## config.mk

```make
export PLATFORM = sky130hd
export DESIGN_NAME = bfr_front
export DESIGN_NICKNAME = d
export VERILOG_FILES = /design/src/rtl/core/bfr_pkg.sv /design/src/rtl/core/bfr_front.sv
export SDC_FILE = /design/constraint.sdc
export NUM_CORES = 1
export LEC_CHECK = 0
export ABC_AREA = 1
export BUFFER_PORTS_ARGS = -buffer_cell sky130_fd_sc_hd__buf_2
export CAP_MARGIN = 0
export CORE_MARGIN = 1.5
export CORE_UTILIZATION = 45
export DETAILED_ROUTE_END_ITERATION = 6
export PLACE_DENSITY = 0.87
export REMOVE_ABC_BUFFERS = 1
export SLEW_MARGIN = 15
export SYNTH_ARGS = -nofsm -noshare
export SYNTH_HDL_FRONTEND = slang
export SYNTH_SLANG_ARGS = --single-unit
export TNS_END_PERCENT = 100
```

## constraint.sdc

```tcl
create_clock -name vclk -period 3.6
set_input_delay 0.36 -clock vclk [all_inputs]
set_output_delay 0.36 -clock vclk [all_outputs]
set_load 0.05 [all_outputs]
```

## src/rtl/core/bfr_pkg.sv

```systemverilog
package bfr_pkg;

  localparam int CAPTURE_DEPTH = 1024;
  localparam int QUEUE_SLOTS   = 4;
  localparam int NUM_BANKS     = QUEUE_SLOTS + 1;
  localparam int IDX_W         = 10;
  localparam int CNT_W         = 11;
  localparam int BANK_W        = 3;
  localparam int ADDR_W        = BANK_W + IDX_W;
  localparam int QPTR_W        = 2;
  localparam int FILL_W        = 3;
  localparam int HDR_BYTES     = 6;

  // Command codes
  localparam logic [2:0] CMD_HDR = 3'd0;
  localparam logic [2:0] CMD_SMP = 3'd1;
  localparam logic [2:0] CMD_RD  = 3'd2;
  localparam logic [2:0] CMD_REL = 3'd3;
  localparam logic [2:0] CMD_ABT = 3'd4;

  // Classified item handed from the front to the back
  typedef struct packed {
    logic [2:0]        cmd;
    logic              bad;
    logic [CNT_W-1:0]  total;
    logic [CNT_W-1:0]  start;
    logic [CNT_W-1:0]  count;
    logic signed [15:0] pa;
    logic signed [15:0] pb;
    logic [15:0]       ang;
    logic [IDX_W-1:0]  idx;
  } op_t;

  // One result beat
  typedef struct packed {
    logic [31:0]        frm_total;
    logic [31:0]        err_total;
    logic [CNT_W-1:0]   rcvd;
    logic [CNT_W-1:0]   oldest_len;
    logic [FILL_W-1:0]  queued;
    logic               read_valid;
    logic [15:0]        ang;
    logic signed [15:0] pb;
    logic signed [15:0] pa;
    logic               dropped;
    logic               done;
    logic               perr;
  } res_t;

  // Status of the back part seen by the top level
  typedef struct packed {
    logic sweeping;
  } bk_stat_t;

endpackage

```

## src/rtl/core/bfr_front.sv

```systemverilog
module bfr_front (
  input  logic [2:0]    cmd,
  input  logic [127:0]  data,
  output bfr_pkg::op_t  op
);

  logic [15:0] total;
  logic [15:0] start;
  logic [15:0] count;
  logic [15:0] size;
  logic [18:0] expected;
  logic [16:0] span;
  logic        bad;

  // Header field extraction and size checks
  always_comb begin
    total    = data[15:0];
    start    = data[31:16];
    count    = data[47:32];
    size     = data[63:48];
    expected = 19'(bfr_pkg::HDR_BYTES) + {1'b0, count, 2'b00} + {2'b00, count, 1'b0};
    span     = {1'b0, start} + {1'b0, count};
    bad      = (total == 16'd0) || (count == 16'd0) || (expected > {3'b000, size}) ||
               (span > {1'b0, total}) || (total > 16'(bfr_pkg::CAPTURE_DEPTH));
  end

  // Pack the classified item
  always_comb begin
    op.cmd   = cmd;
    op.bad   = bad;
    op.total = total[bfr_pkg::CNT_W-1:0];
    op.start = start[bfr_pkg::CNT_W-1:0];
    op.count = count[bfr_pkg::CNT_W-1:0];
    op.pa    = data[79:64];
    op.pb    = data[95:80];
    op.ang   = data[111:96];
    op.idx   = data[121:112];
  end

endmodule

```

### Word-level counts from Yosys, hierarchy flattened

Cells that the tools add are included.

| storage, ports and cells | value |
|---|---|
| word-level logic and storage cells | 12 |
| register bits | 0 |

| operators by class | value |
|---|---|
| add/subtract/negate cells | 3 |
| magnitude comparators | 3 |
| reductions and logical operators | 6 |

Operator list:

| kind | number |
|---|---|
| $logic_not A16 Y1 | 2 |
| $add A19 B17 Y19 | 1 |
| $add A3 B18 Y19 const A | 1 |
| $gt A19 B16 Y1 | 1 |
| $add A16 B16 Y17 | 1 |
| $gt A17 B16 Y1 | 1 |
| $gt A16 B11 Y1 const B | 1 |
| $logic_or A1 B1 Y1 | 4 |

### Logic depth before layout (Yosys ltp)

| depth | value |
|---|---|
| depth in word-level cells | 6 |
| mapped depth | 22 |
| gate-level depth less buffers | 21 |

### Worst setup path after synthesis

No wires, ideal clock.

| timing | value |
|---|---|
| path kind | input port to output port |
| start point | input data[35] |
| end point | output op[91] (netlist name) |
| data arrival time | 2.849 ns |
| setup slack | 0.391 ns |
| buffers on the path | 1 |
| stages on the path | 20 |
| cells stage by stage | ha_1 > ha_1 > inv_1 > o21bai_1 > nand2_1 > nand3_2 > nand2_2 > a21oi_1 > a21oi_1 > xnor2_1 > ha_1 > a21oi_1 > o21ai_0 > a21oi_1 > nand2_1 > nand2_1 > nand4_1 > nor2_1 > nand3_1 > buf_4 |

| on the way | value |
|---|---|
| word-level cells in the longest chain between the ends | 6 |

Ends and longest elaborated chain:

| element | line | text |
|---|---|---|
| start, declared | bfr_front.sv:3 | `input logic [127:0] data,` |
| $add A3 B18 Y19 | bfr_front.sv:21 | `expected = 19'(bfr_pkg::HDR_BYTES) + {1'b0, count, 2'b00} + {2'b00, count, 1'b0};` |
| $add A19 B17 Y19 | bfr_front.sv:21 |  |
| $gt A19 B16 Y1 | bfr_front.sv:23 | `bad = (total == 16'd0) \|\| (count == 16'd0) \|\| (expected > {3'b000, size}) \|\|` |
| $logic_or A1 B1 Y1 | bfr_front.sv:23 |  |
| $logic_or A1 B1 Y1 (*) | bfr_front.sv:23 |  |
| $logic_or A1 B1 Y1 (*) | bfr_front.sv:24 | `(span > {1'b0, total}) \|\| (total > 16'(bfr_pkg::CAPTURE_DEPTH));` |
| end, declared | bfr_front.sv:4 | `output bfr_pkg::op_t op` |

Every way passes the cells marked *; elsewhere a longest branch is shown, timed or not.

==> impl_summary.md <==
Status
The run finished with clean final reports.

Yosys
The top-area cell type share of the netlist area is 30.8%. The combinational family with the most area after synthesis is adder cells. The post-synthesis instance area is 3490 sq um. The mux share of post-synthesis cell area is 0%. Sequential elements use 0% of the synthesized area. The number of instances in the synthesized netlist is around 540. The distinct cell type count of the synthesized netlist is 25. The adder-cell share of the synthesized area is a little under a third. After synthesis, the cell types taking the most area are sky130_fd_sc_hd__ha_1 31%, sky130_fd_sc_hd__buf_4 20%, sky130_fd_sc_hd__nand2_1 11%. Each instance of the synthesized netlist takes up on average 6.51 sq um.

The complex-gate fraction of the synthesized area is around 11%. The share of the synthesized netlist area taken by xor and xnor gates is approximately 6.8%. The dominant cell type by area after synthesis is sky130_fd_sc_hd__ha_1.

The simple logic cell fraction of the synthesized area is a little over a fifth. The number of warnings issued by yosys is 0.

Pwr
In this run the static leakage power is 2.19 nW. The worst ir drop on vdd is a little over 0.1 mV. Dividing total power by cell area gives a power density of approximately 220 nW/um^2.

Global route
The number of antenna violations at the first check in global routing is 0. The first-pass GRT wire length is roughly 20000 um. Entering global routing, the biggest net connects 8 pins. The total global routing track utilization is between 30% and 40%. Global routing finished with a remaining overflow of 0. The via count of the first global-routing pass is between 3k and 4k.

Final layout
The total of fill cells in the finished design is just over 700. The repair_antennas step left the layout with diodes totalling 0. The library cells used most frequently in the layout, excluding fill and tap cells, are 102 x sky130_fd_sc_hd__nand2_1, 90 x sky130_fd_sc_hd__buf_2, 72 x sky130_fd_sc_hd__inv_1. Relative to the synthesized area, the layout overhead comes to 9.60%.

The clock tree buffer count of the final layout is 0. The total number of sequential cells is 0. The finished layout holds 654 standard cells, fillers aside.

Of the cells placed in the final design, the portion with a size suffix greater than 1 is a little under a third. The sequential cells in the finished layout cover a total of 0 sq um. Leaving out fill and tap cells, the most frequent cell in the layout is sky130_fd_sc_hd__nand2_1. The post-layout instance area is 3830 sq um.

The total number of nets in the final design is around 780. The utilization after layout is between 50 and 60%.

Placed design
The placed instance count is 647. The worst setup slack before clock tree synthesis is -52.0 ps. The number of buffers added on ports is 98.

The detailed-placement wirelength estimate is 12400 um. The placed instances occupy a cell area of 3460 sq um. Routability-driven placement finished with a final weighted congestion of 0.948.

Floorplanning
The cell row count is 31. The die covers roughly 8300 sq um. The chip height is 91.1 um. The horizontal die dimension is approximately 91 um. Once the floorplan was initialized, standard cells occupied roughly 47% of the core. After floorplanning, the core was sized to cover 7370 sq um.

The number of top-level pins is around 230.

Timing
The final worst slack is 119 ps. Setup violations remaining at the end of the flow were counted as 0. Static timing analysis puts the maximum clock frequency at 0.287 GHz.

The routed design could run at a clock period as short as approximately 3500 ps. The final worst-path cycle share is approximately 97%. Setup repair after global routing could not meet its margin everywhere.

The worst-case headroom to the max-slew limit is between 70% and 80%. The number of max-slew violations in the final report is 0. The number of hold-slack violations in the final timing report is 0. The slew at the pin with the worst max-slew slack is around 300 ps.

Routing
The routed layout has 3479 vias. The final layout contains routed wiring with a total length of approximately 14000 um. The average via count per standard cell is ~5.3. The first routing iteration left 146 violations. Once detail routing completed, the nets flagged for antenna violations numbered 0. For this run, the detailed router's first-pass iteration total came to 5. In the routed design, unresolved DRC markers number 0. In the final routed layout, each cell accounts on average for approximately 22 um.

Worst hold path
The path class of the tightest hold or removal check is in2out.

Job
Across the run, the number of max-cap violations was 0.

Worst setup path
The critical path is of the in2out type. The worst path arrival time is roughly 3100 ps. For the worst setup path, the data required time is 3240 ps. The maximum net fanout on the critical path is 5. The worst setup path is launched from an input port. The capturing element type of the critical path is an output port.

CTS
The hold-fix buffer count after cts is 0.
-- critical path, stage by stage --
cell and delay (ps):
sky130_fd_sc_hd__buf_12 110, sky130_fd_sc_hd__ha_4 240, sky130_fd_sc_hd__ha_4 280, sky130_fd_sc_hd__inv_2 30
sky130_fd_sc_hd__o21bai_1 190, sky130_fd_sc_hd__nand2_1 100, sky130_fd_sc_hd__nand3_2 100, sky130_fd_sc_hd__nand2_2 80
sky130_fd_sc_hd__a21oi_2 150, sky130_fd_sc_hd__a21oi_2 70, sky130_fd_sc_hd__xnor2_1 130, sky130_fd_sc_hd__ha_1 340
sky130_fd_sc_hd__a21oi_2 130, sky130_fd_sc_hd__o21ai_1 80, sky130_fd_sc_hd__a21oi_1 140, sky130_fd_sc_hd__nand2_1 60
sky130_fd_sc_hd__nand2_1 60, sky130_fd_sc_hd__nand4_1 80, sky130_fd_sc_hd__nor2_1 140, sky130_fd_sc_hd__nand3_1 100
sky130_fd_sc_hd__buf_6 160
-- layout make-up --
class,instances,area [sq um],area share [%]
multi-input cells,362,2750,71.9
repair buffers,114,654,17.1
inverters,79,297,7.75
well taps,99,124,3.24
-- synth_stat cells, types with 2 or more instances --
cell type and instances:
sky130_fd_sc_hd__nand2_1 104, sky130_fd_sc_hd__buf_4 95, sky130_fd_sc_hd__ha_1 86, sky130_fd_sc_hd__inv_1 79, sky130_fd_sc_hd__nor2_1 40, sky130_fd_sc_hd__a21oi_1 33
sky130_fd_sc_hd__nand3_1 19, sky130_fd_sc_hd__xor2_1 18, sky130_fd_sc_hd__xnor2_1 9, sky130_fd_sc_hd__a21o_1 6, sky130_fd_sc_hd__a31oi_1 6, sky130_fd_sc_hd__nor3_1 6
sky130_fd_sc_hd__o21ai_0 6, sky130_fd_sc_hd__nand4_1 5, sky130_fd_sc_hd__o21bai_1 5, sky130_fd_sc_hd__nand2_2 4, sky130_fd_sc_hd__o21ai_1 4, sky130_fd_sc_hd__nand3_2 3
sky130_fd_sc_hd__a21oi_2 2, sky130_fd_sc_hd__o21a_1 2
-- power by group --
group / leakage, nW / switching (W) / total (W) / internal, W
Combinational: 2.19 / 0.000492 / 0.000838 / 0.000345
Sequential: 0 / 0 / 0 / 0
Clock: 0 / 0 / 0 / 0
-- repair_timing --
action / CTS / global route
setup buffers: 2 / 5
gates resized for setup: 7 / 62
pin swaps: 2 / 25
setup endpoints to repair: 1 / 1
cloned: 0 / 0
-- layer usage --
layer / share of wire [%] / global-route usage, % / vias to the layer above
met5: 1.2 / 15.4 / -
met4: 3.1 / 5.73 / 4
met3: 21 / 29.1 / 34
met2: 46 / 57.0 / 270
met1: 28 / 24.6 / 1494
li1: - / - / 1677
-- final timing paths --
| check | from | endpoint | slack [ps] | cells after the start |
|---|---|---|---|---|
| min | data[99] | op[13] | 720 | 0 |
| max | data[36] | op[91] | 120 | 21 |
-- per-stage QoR --
stage               hold WS, ps  TNS (ps)  total power (W)
detailed placement          720     -52.0         0.000715
global route                720      -108         0.000925
floorplan                   720         0         0.000450
global placement            720         0         0.000687
finish                      720         0         0.000838
CTS                         720         0         0.000737
-- logic make-up (layout without fill, tap and decap cells) --
kind of cell,after synthesis,in the layout
xor+xnor,27,27
buf+inv,175,193
simple gates,181,181
compound gates,67,67
fa+ha+maj,87,87
Power figures use the tool's default switching activity.
