`config.mk`:
```
export PLATFORM = sky130hd
export DESIGN_NAME = bfr_queue
export DESIGN_NICKNAME = d
export VERILOG_FILES = /design/src/rtl/core/bfr_pkg.sv /design/src/rtl/core/bfr_queue.sv
export SDC_FILE = /design/constraint.sdc
export NUM_CORES = 1
export LEC_CHECK = 0
export ABC_AREA = 1
export BUFFER_PORTS_ARGS = -buffer_cell sky130_fd_sc_hd__buf_2
export CAP_MARGIN = 20
export CELL_PAD_IN_SITES_DETAIL_PLACEMENT = 1
export CELL_PAD_IN_SITES_GLOBAL_PLACEMENT = 1
export CORE_MARGIN = 2
export CORE_UTILIZATION = 36
export CTS_BUF_LIST = sky130_fd_sc_hd__clkbuf_8
export CTS_CLUSTER_DIAMETER = 30
export DETAILED_ROUTE_END_ITERATION = 7
export GPL_ROUTABILITY_DRIVEN = 0
export PLACE_DENSITY = 0.74
export SLEW_MARGIN = 20
export SYNTH_ARGS = -nofsm -noshare
export SYNTH_HDL_FRONTEND = slang
export SYNTH_SLANG_ARGS = --single-unit
export TNS_END_PERCENT = 1
```
`constraint.sdc`:
```
create_clock -name clk -period 10.2 [get_ports clk]
set_clock_uncertainty 0.15 [all_clocks]
set_input_delay 0.51 -clock clk [delete_from_list [all_inputs] [get_ports clk]]
set_output_delay 0.51 -clock clk [all_outputs]
set_load 0.05 [all_outputs]
```
`src/rtl/core/bfr_pkg.sv`:
```
package bfr_pkg;

  localparam int CAPTURE_DEPTH = 1024;
  localparam int QUEUE_SLOTS   = 4;
  localparam int NUM_BANKS     = QUEUE_SLOTS + 1;
  localparam int IDX_W         = 10;
  localparam int CNT_W         = 11;
  localparam int BANK_W        = 3;
  localparam int ADDR_W        = BANK_W + IDX_W;
  localparam int QPTR_W        = 2;
  localparam int FILL_W        = 3;
  localparam int HDR_BYTES     = 6;

  // Command codes
  localparam logic [2:0] CMD_HDR = 3'd0;
  localparam logic [2:0] CMD_SMP = 3'd1;
  localparam logic [2:0] CMD_RD  = 3'd2;
  localparam logic [2:0] CMD_REL = 3'd3;
  localparam logic [2:0] CMD_ABT = 3'd4;

  // Classified item handed from the front to the back
  typedef struct packed {
    logic [2:0]        cmd;
    logic              bad;
    logic [CNT_W-1:0]  total;
    logic [CNT_W-1:0]  start;
    logic [CNT_W-1:0]  count;
    logic signed [15:0] pa;
    logic signed [15:0] pb;
    logic [15:0]       ang;
    logic [IDX_W-1:0]  idx;
  } op_t;

  // One result beat
  typedef struct packed {
    logic [31:0]        frm_total;
    logic [31:0]        err_total;
    logic [CNT_W-1:0]   rcvd;
    logic [CNT_W-1:0]   oldest_len;
    logic [FILL_W-1:0]  queued;
    logic               read_valid;
    logic [15:0]        ang;
    logic signed [15:0] pb;
    logic signed [15:0] pa;
    logic               dropped;
    logic               done;
    logic               perr;
  } res_t;

  // Status of the back part seen by the top level
  typedef struct packed {
    logic sweeping;
  } bk_stat_t;

endpackage

```
`src/rtl/core/bfr_queue.sv`:
```
module bfr_queue (
  input  logic          clk,
  input  logic          rst_n,
  input  logic          push,
  input  bfr_pkg::op_t  push_op,
  output logic          full,
  input  logic          pop,
  output logic          valid,
  output bfr_pkg::op_t  pop_op
);

  bfr_pkg::op_t ent_r [2];
  logic         wp_r, wp_nxt;
  logic         rp_r, rp_nxt;
  logic [1:0]   cnt_r, cnt_nxt;

  // Pointer and occupancy update
  always_comb begin
    wp_nxt  = push ? ~wp_r : wp_r;
    rp_nxt  = pop ? ~rp_r : rp_r;
    cnt_nxt = cnt_r + {1'b0, push} - {1'b0, pop};
  end

  always_ff @(posedge clk) begin
    if (!rst_n) begin
      wp_r  <= 1'b0;
      rp_r  <= 1'b0;
      cnt_r <= 2'd0;
    end else begin
      wp_r  <= wp_nxt;
      rp_r  <= rp_nxt;
      cnt_r <= cnt_nxt;
    end
  end

  // Entry storage
  always_ff @(posedge clk) begin
    if (push) begin
      ent_r[wp_r] <= push_op;
    end
  end

  assign full   = (cnt_r == 2'd2);
  assign valid  = (cnt_r != 2'd0);
  assign pop_op = ent_r[rp_r];

endmodule

```
Word-level counts from Yosys, hierarchy flattened
Memories as Yosys holds them, arrays and structs flattened. A register that Yosys moved wholly into a read port is not among the register bits. Cells that the tools add are included.

Output and inout bits: 97. Memories: 1. Flip-flop bits (word level): 4. Input port bits: 99. Logic and storage cells: 14. Bits in writable memories: 190.

Memory list: ent_r (depth 2, width 95, read ports 1, clocked after Yosys merged registers in 1, write ports 1, line bfr_queue.sv:12) `bfr_pkg::op_t ent_r [2];`.

Add/subtract/negate cells: 2. Bitwise operators: 2. Mux-type cells: 4. Reductions and logical operators: 1. Equality and inequality tests: 1.

Operators with widths (number): $mux 1 (4); $add 2x1->2 (1); $eq 2x2->1 const B (1); $not 1->1 (2); $reduce_bool 2->1 (1); $sub 2x1->2 (1).

Depth between registers and ports, before layout
Gate-level depths: netlist of run 1.

Depth in word-level cells: 3. Mapped depth: 9. Mapped depth without buffers: 9.

Worst setup path after synthesis of run 1
No wires, ideal clock.

Path kind: input to register. From: input push. To: memory ent_r[0][0] (netlist name) (enable). Setup time: 0.552 ns. Required time: 9.498 ns. Path buffers: 0. Slack: 4.971 ns. Arrival time: 4.527 ns. Cell stages on the path: 2. Path through: inv_1 nor2_1.

Word-level cells in the longest chain between the ends: 2.

Ends and longest elaborated chain: from (decl) (line bfr_queue.sv:4) `input logic push,`; $mux 1 (line bfr_queue.sv:38) `if (push) begin`; $mux 1 (not written as such) (line bfr_queue.sv:39) `ent_r[wp_r] <= push_op;`; to (decl) (line bfr_queue.sv:12).

No other way between the ends.

==> reports/metrics.csv, run 1 <==
stage,metric,value,unit
detailed_routing,drc,0,
clock_network,cts_tree,done,
clock_network,numCtsBuffers,17,
detailed_routing,vias,3656,
global_route,grt_overflow,0,
sta,slew_viol_final,0,
detailed_routing,highest_layer,met5,
sta,worst_pin_slew,0.8311,ns
detailed_routing,ant_nets,0,
min_path,hold_end,ent_r[0][83]$_DFFE_PP_,
clock_network,cts_hold_buf,0,
min_path,hold_depth,1,
synthesis,synth_seq_area_share,79.63,%
sta,slew_headroom,44.59,%
detailed_routing,drtIter0Drc,151,
clock_network,clk_path_buf_depth,2,
sta,fmax,295.4,MHz
sta,period_share,33.19,%
pwr,total_leakage_power,3.444,nW
pwr,p_int,0.001223,W
pwr,clkPwrFrac,27.7,%
placed_design,placedCellCount,786,
finish,postLayoutCoreUtil,44.43,%
sta,hold_violations,0,
pwr,p_seq_share,56.0,%
critical_path,critical_path_required,9.54,ns
synthesis,ys_types,13,
detailed_routing,wl_met1,5.612,mm
detailed_routing,drt_pass1_iterations,4,
global_route,track_usage,13.86,%
pwr,ir_drop,80.24,uV
clock_network,cts_resized,0,
critical_path,cp-end-kind,output pin,
synthesis,synth_area,0.007291,mm2
outcome,status,finished clean,
clock_network,ctsRootBufferMaster,clkbuf_8,
die,io_pins,196,
clock_network,clkTransAtPathRegs,0.09,ns
finish,finalNetCount,636,
finish,final_cell_mix,"195 x buf_2, 190 x edfxtp_1, 50 x mux2_4",
critical_path,r2r_end,ent_r[1][72]$_DFFE_PP_,
synthesis,synthCells,329,
critical_path,cp-start-kind,flop,
synthesis,ys_ff_latch,195,
synthesis,ys_warn_count,0,
min_path,min_path_type,in2reg,
sta,rsz0062_at_grt,no,
sta,tns,0,ns
die,dieArea,0.02141,mm2
global_route,grt_pass1_vias,4120,
critical_path,ff2ff_path_depth,3,
min_path,hold_path.startpoint,push_op[83],
clock_network,cts_setup_buffers,0,
die,core_area,0.02004,mm2
sta,layout_min_cycle_time,3.385,ns
finish,drive_above_1_share,59.08,%
clock_network,clock_sinks,195,
run,cap_violations,0,
pwr,switching_share,27.53,%
die,die_height,146.3,um
sta,setup_viol,0,
die,fp.dieW,146.3,um
critical_path,crit_fanout,55,
pwr,power_density,189.5,mW/mm2
global_route,antenna_found_initial,4,
pwr,p_comb_share,16.4,%
finish,stdcell_count,818,
detailed_routing,wl,14.42,mm
die,start_util,36.38,%
clock_network,clkLatencyLatePin,0.44,ns
detailed_routing,drt-vias-per-instance,4.469,
die,num_rows,52,
pwr,power_switching,0.0004647,W
critical_path,critPathKind,reg2out,
detailed_routing,met3_length,788,um
placed_design,dp_hpwl,9.828,mm
global_route,grt_pass1_wl,22.56,mm
global_route,grt_max_degree,81,
finish,final_common_cell,buf_2,
detailed_routing,wl_per_cell,17.63,um
clock_network,h-tree-depth,4,
placed_design,io_buffer_count,195,
critical_path,crit_arrival,2.73,ns
synthesis,syn_nets,430,
synthesis,syn_avg_cell_area,22.16,um2
finish,syn_to_final_growth,22.12,%
critical_path,rrSetupSlack,7.95,ns
critical_path,r2r_start,wp_r$_SDFFE_PN0P_,
detailed_routing,met2_length,7.702,mm
==> metrics by stage <==
stage                     area (um2)  hold WS [ns]  setup slack [ns]  total power [W]
after floorplan                 7291        0.3135             4.971         0.001174
after global placement          8538        0.3265             7.251         0.001234
after detailed placement        8538        0.3472             7.227         0.001244
after CTS                       8892       0.05848             6.711         0.001713
after global routing            8896       0.04979             6.589         0.001755
final                           8904       0.09767             6.815         0.001688
==> critical path, stage by stage, from the launching register on <==
cell	delay (ns)
dfxtp_4	0.90
buf_4	0.71
mux2_2	0.41
buf_2	0.21
==> synth_stat cells <==
cell type	n	share of area, %
edfxtp_1	190	78
buf_2	4	0.27
nor2_1	8	0.41
buf_6	6	0.93
dfxtp_1	5	1.4
buf_8	1	0.21
mux2_2	45	7.0
ha_1	2	0.34
nand3_1	1	0.069
mux2_4	50	10
inv_1	7	0.36
nand2_1	9	0.46
a21oi_1	1	0.069
==> power groups by stage <==
stage	sequential [W]	combinational [W]	clock, W
floorplan	0.000956	0.000218	0
global placement	0.000961	0.000274	0
detailed placement	0.000965	0.000280	0
CTS	0.000946	0.000281	0.000487
global route	0.000950	0.000291	0.000515
finish	0.000944	0.000276	0.000467
==> cells by family (layout without fill, tap and decap cells) <==
family | count (synthesis) | after routing | share of synthesized area (%)
fa+ha+maj | 2 | 2 | 0.3432
buf+inv | 18 | 234 | 1.768
mux | 95 | 95 | 17.25
other cells | 0 | 3 | 0
flops | 195 | 195 | 79.63
simple gates | 18 | 18 | 0.9438
compound gates | 1 | 1 | 0.06858
==> routing by layer <==
| layer | up-vias | track usage, % |
|---|---|---|
| met5 | - | 0 |
| met4 | 2 | 5.388 |
| met3 | 23 | 4.750 |
| met2 | 117 | 24.36 |
| met1 | 1822 | 15.54 |
| li1 | 1692 | - |
==> flip-flops by register name, indices dropped and copies added, names as in the netlist, named ones only <==
signal and flops:
cnt_r 2, wp_r 1, rp_r 1, ent_r 190
==> layout make-up <==
| type | count | area, um2 |
|---|---|---|
| Inverter | 7 | 28.78 |
| Timing Repair Buffer | 198 | 1002 |
| Antenna cell | 3 | 7.507 |
| Clock inverter | 12 | 120.1 |
| Fill cell | 2028 | 11140 |
| Multi-Input combinational cell | 116 | 1364 |
| Tap cell | 270 | 337.8 |
| Clock buffer | 17 | 234.0 |
| Sequential cell | 195 | 5809 |
==> worst max path at each step <==
stage | slack (ns) | cells after the start | to
2_1_floorplan | 4.97 | 2 | ent_r[0][0]$_DFFE_PP_
4_1_cts | 6.71 | 3 | pop_op[3]
3_3_place_gp | 7.25 | 3 | pop_op[2]
5_1_grt | 6.59 | 3 | pop_op[1]
3_5_place_dp | 7.23 | 3 | pop_op[3]
6_report | 6.81 | 3 | pop_op[1]
Note: power is estimated with default switching activity, not from simulation.
==> run 2: changes to the inputs <==
--- a/config.mk
+++ b/config.mk
@@ -16,7 +16,7 @@
 export CTS_CLUSTER_DIAMETER = 30
 export DETAILED_ROUTE_END_ITERATION = 7
 export GPL_ROUTABILITY_DRIVEN = 0
-export PLACE_DENSITY = 0.74
+export PLACE_DENSITY = 0.76
 export SLEW_MARGIN = 20
 export SYNTH_ARGS = -nofsm -noshare
 export SYNTH_HDL_FRONTEND = slang
==> constraint.sdc (replaced) <==
create_clock -name clk -period 2.7 [get_ports clk]
set_clock_uncertainty 0.15 [all_clocks]
set_input_delay 0.135 -clock clk [delete_from_list [all_inputs] [get_ports clk]]
set_output_delay 0.135 -clock clk [all_outputs]
set_load 0.05 [all_outputs]
==> reports/metrics.csv, run 2 (synthesized netlist as in run 1, its figures left out) <==
stage,metric,value,unit
critical_path,critical_path_required,2.41,ns
finish,regMostFlops,ent_r,
critical_path,cp-end-kind,output pin,
die,start_util,36.38,%
clock_network,clkLatencyLatePin,0.45,ns
critical_path,critPathKind,reg2out,
finish,largest_reg_flops,190,
clock_network,clock_sinks,195,
sta,layout_min_cycle_time,2.124,ns
clock_network,cts_setup_buffers,0,
global_route,grt_overflow,0,
sta,worst_pin_slew,0.7862,ns
pwr,total_leakage_power,3.893,nW
global_route,track_usage,14.93,%
clock_network,cts_resized,0,
die,die_height,146.3,um
clock_network,cts_hold_buf,99,
critical_path,crit_arrival,1.84,ns
sta,slew_viol_final,0,
sta,fmax,470.8,MHz
critical_path,slowest_stage,mux2_2,
clock_network,clk_path_buf_depth,2,
min_path,min_path_type,in2reg,
placed_design,dpl-instance-area,0.008598,mm2
pwr,power_density,668.4,mW/mm2
finish,drive_above_1_share,50.77,%
sta,slew_headroom,47.58,%
critical_path,crit_chain,buf_12 > mux2_2 > buf_2,
sta,rsz0062_at_grt,no,
outcome,status,finished clean,
clock_network,ctsRootBufferMaster,clkbuf_8,
detailed_routing,wl_per_cell,17.10,um
die,core_area,0.02004,mm2
finish,top_regs,"ent_r x190, cnt_r x2",
detailed_routing,drt-vias-per-instance,4.438,
sta,tns,0,ns
clock_network,clkTransAtPathRegs,0.10,ns
finish,design_area,0.009997,mm2
pwr,ir_drop,317.8,uV
die,num_rows,52,
clock_network,cts_tree,done,
detailed_routing,drt_pass1_iterations,4,
clock_network,numCtsBuffers,17,
placed_design,io_buffer_count,195,
finish,finalNetCount,738,
detailed_routing,drtIter0Drc,130,
sta,setup_viol,0,
die,fp.dieW,146.3,um
detailed_routing,ant_nets,0,
run,cap_violations,0,
detailed_routing,vias,4087,
die,io_pins,196,
die,dieArea,0.02141,mm2
clock_network,h-tree-depth,4,
finish,seq_area,0.005809,mm2
critical_path,crit_fanout,54,
global_route,grt_max_degree,59,
global_route,antenna_found_initial,1,
critical_path,cp-start-kind,flop,
placed_design,dp_hpwl,9.745,mm
sta,hold_violations,0,
finish,syn_to_final_growth,37.12,%
finish,final_common_cell,buf_2,
global_route,grt_pass1_wl,24.60,mm
finish,multiInputGateArea,0.001364,mm2
detailed_routing,drc,0,
critical_path,cp_slowest_stage_delay,0.40,ns
detailed_routing,wl,15.75,mm
global_route,grt_pass1_vias,4661,
finish,nFillCells,1951,
finish,final_cell_mix,"195 x buf_2, 190 x edfxtp_1, 99 x dlygate4sd3_1",
sta,period_share,78.67,%
run 2: cell types whose count changed in the layout (fill, tap and decap cells not counted), moves of 2 or more:
| cell | change |
|---|---|
| clkinv_2 | -2 |
| dlygate4sd3_1 | +99 |
| buf_12 | +3 |
| clkinv_4 | +4 |
| inv_1 | -3 |
| inv_8 | +3 |
| diode_2 | -2 |
run 2: layer usage:
metal	vias to the layer above	routed length (um)	track usage, %
met3	27	850	4.844
met4	0	325	4.951
li1	1895	-	-
met2	150	8249	26.39
met1	2015	6326	17.15
met5	-	0	0
run 2: critical path, delay by kind of cell (launching register included):
family / cells / cell delay, ns
buf+inv: 2 / 0.53
flops: 1 / 0.39
mux: 1 / 0.40
run 2: cell type report:
cell class	count	area share (%)
multi-input combinational	116	13.64
tap	270	3.379
clock inverter	15	1.715
timing repair buffer	300	20.50
clock buffer	17	2.340
inverter	7	0.2879
antenna	1	0.02503
sequential	195	58.11
run 2: metrics by stage:
stage	power [W]	hold WS, ns	utilization, %	worst slack, ns	instances
after detailed placement	0.004710	0.1766	42.91	0.8884	789
after global routing	0.006945	0.2172	49.89	0.4919	921
after floorplan	0.004428	0.07845	-	-0.2050	329
final	0.006682	0.2530	49.89	0.5759	921
after CTS	0.006765	0.2037	49.88	0.5350	920
after global placement	0.004671	0.1725	42.91	0.9501	789
run 2: power by group:
part           leakage, nW  internal, W  total, W  switching, W
combinational         1.86     0.000425   0.00121      0.000785
sequential            1.83      0.00350   0.00354     0.0000435
clock                0.204     0.000851   0.00193       0.00108
total                 3.89      0.00477   0.00668       0.00191
run 2: path summary, 6_finish.rpt:
path,slack (ns),cells past startpoint,from,endpoint
worst max-delay path,0.58,3,flop,pop_op[94]
worst min-delay path,0.25,2,push_op[63],ent_r[0][63]$_DFFE_PP_
worst max register to register,0.83,7,cnt_r[0]$_SDFF_PN0_,cnt_r[0]$_SDFF_PN0_
worst min register to register,0.39,2,rp_r$_SDFFE_PN0P_,flop
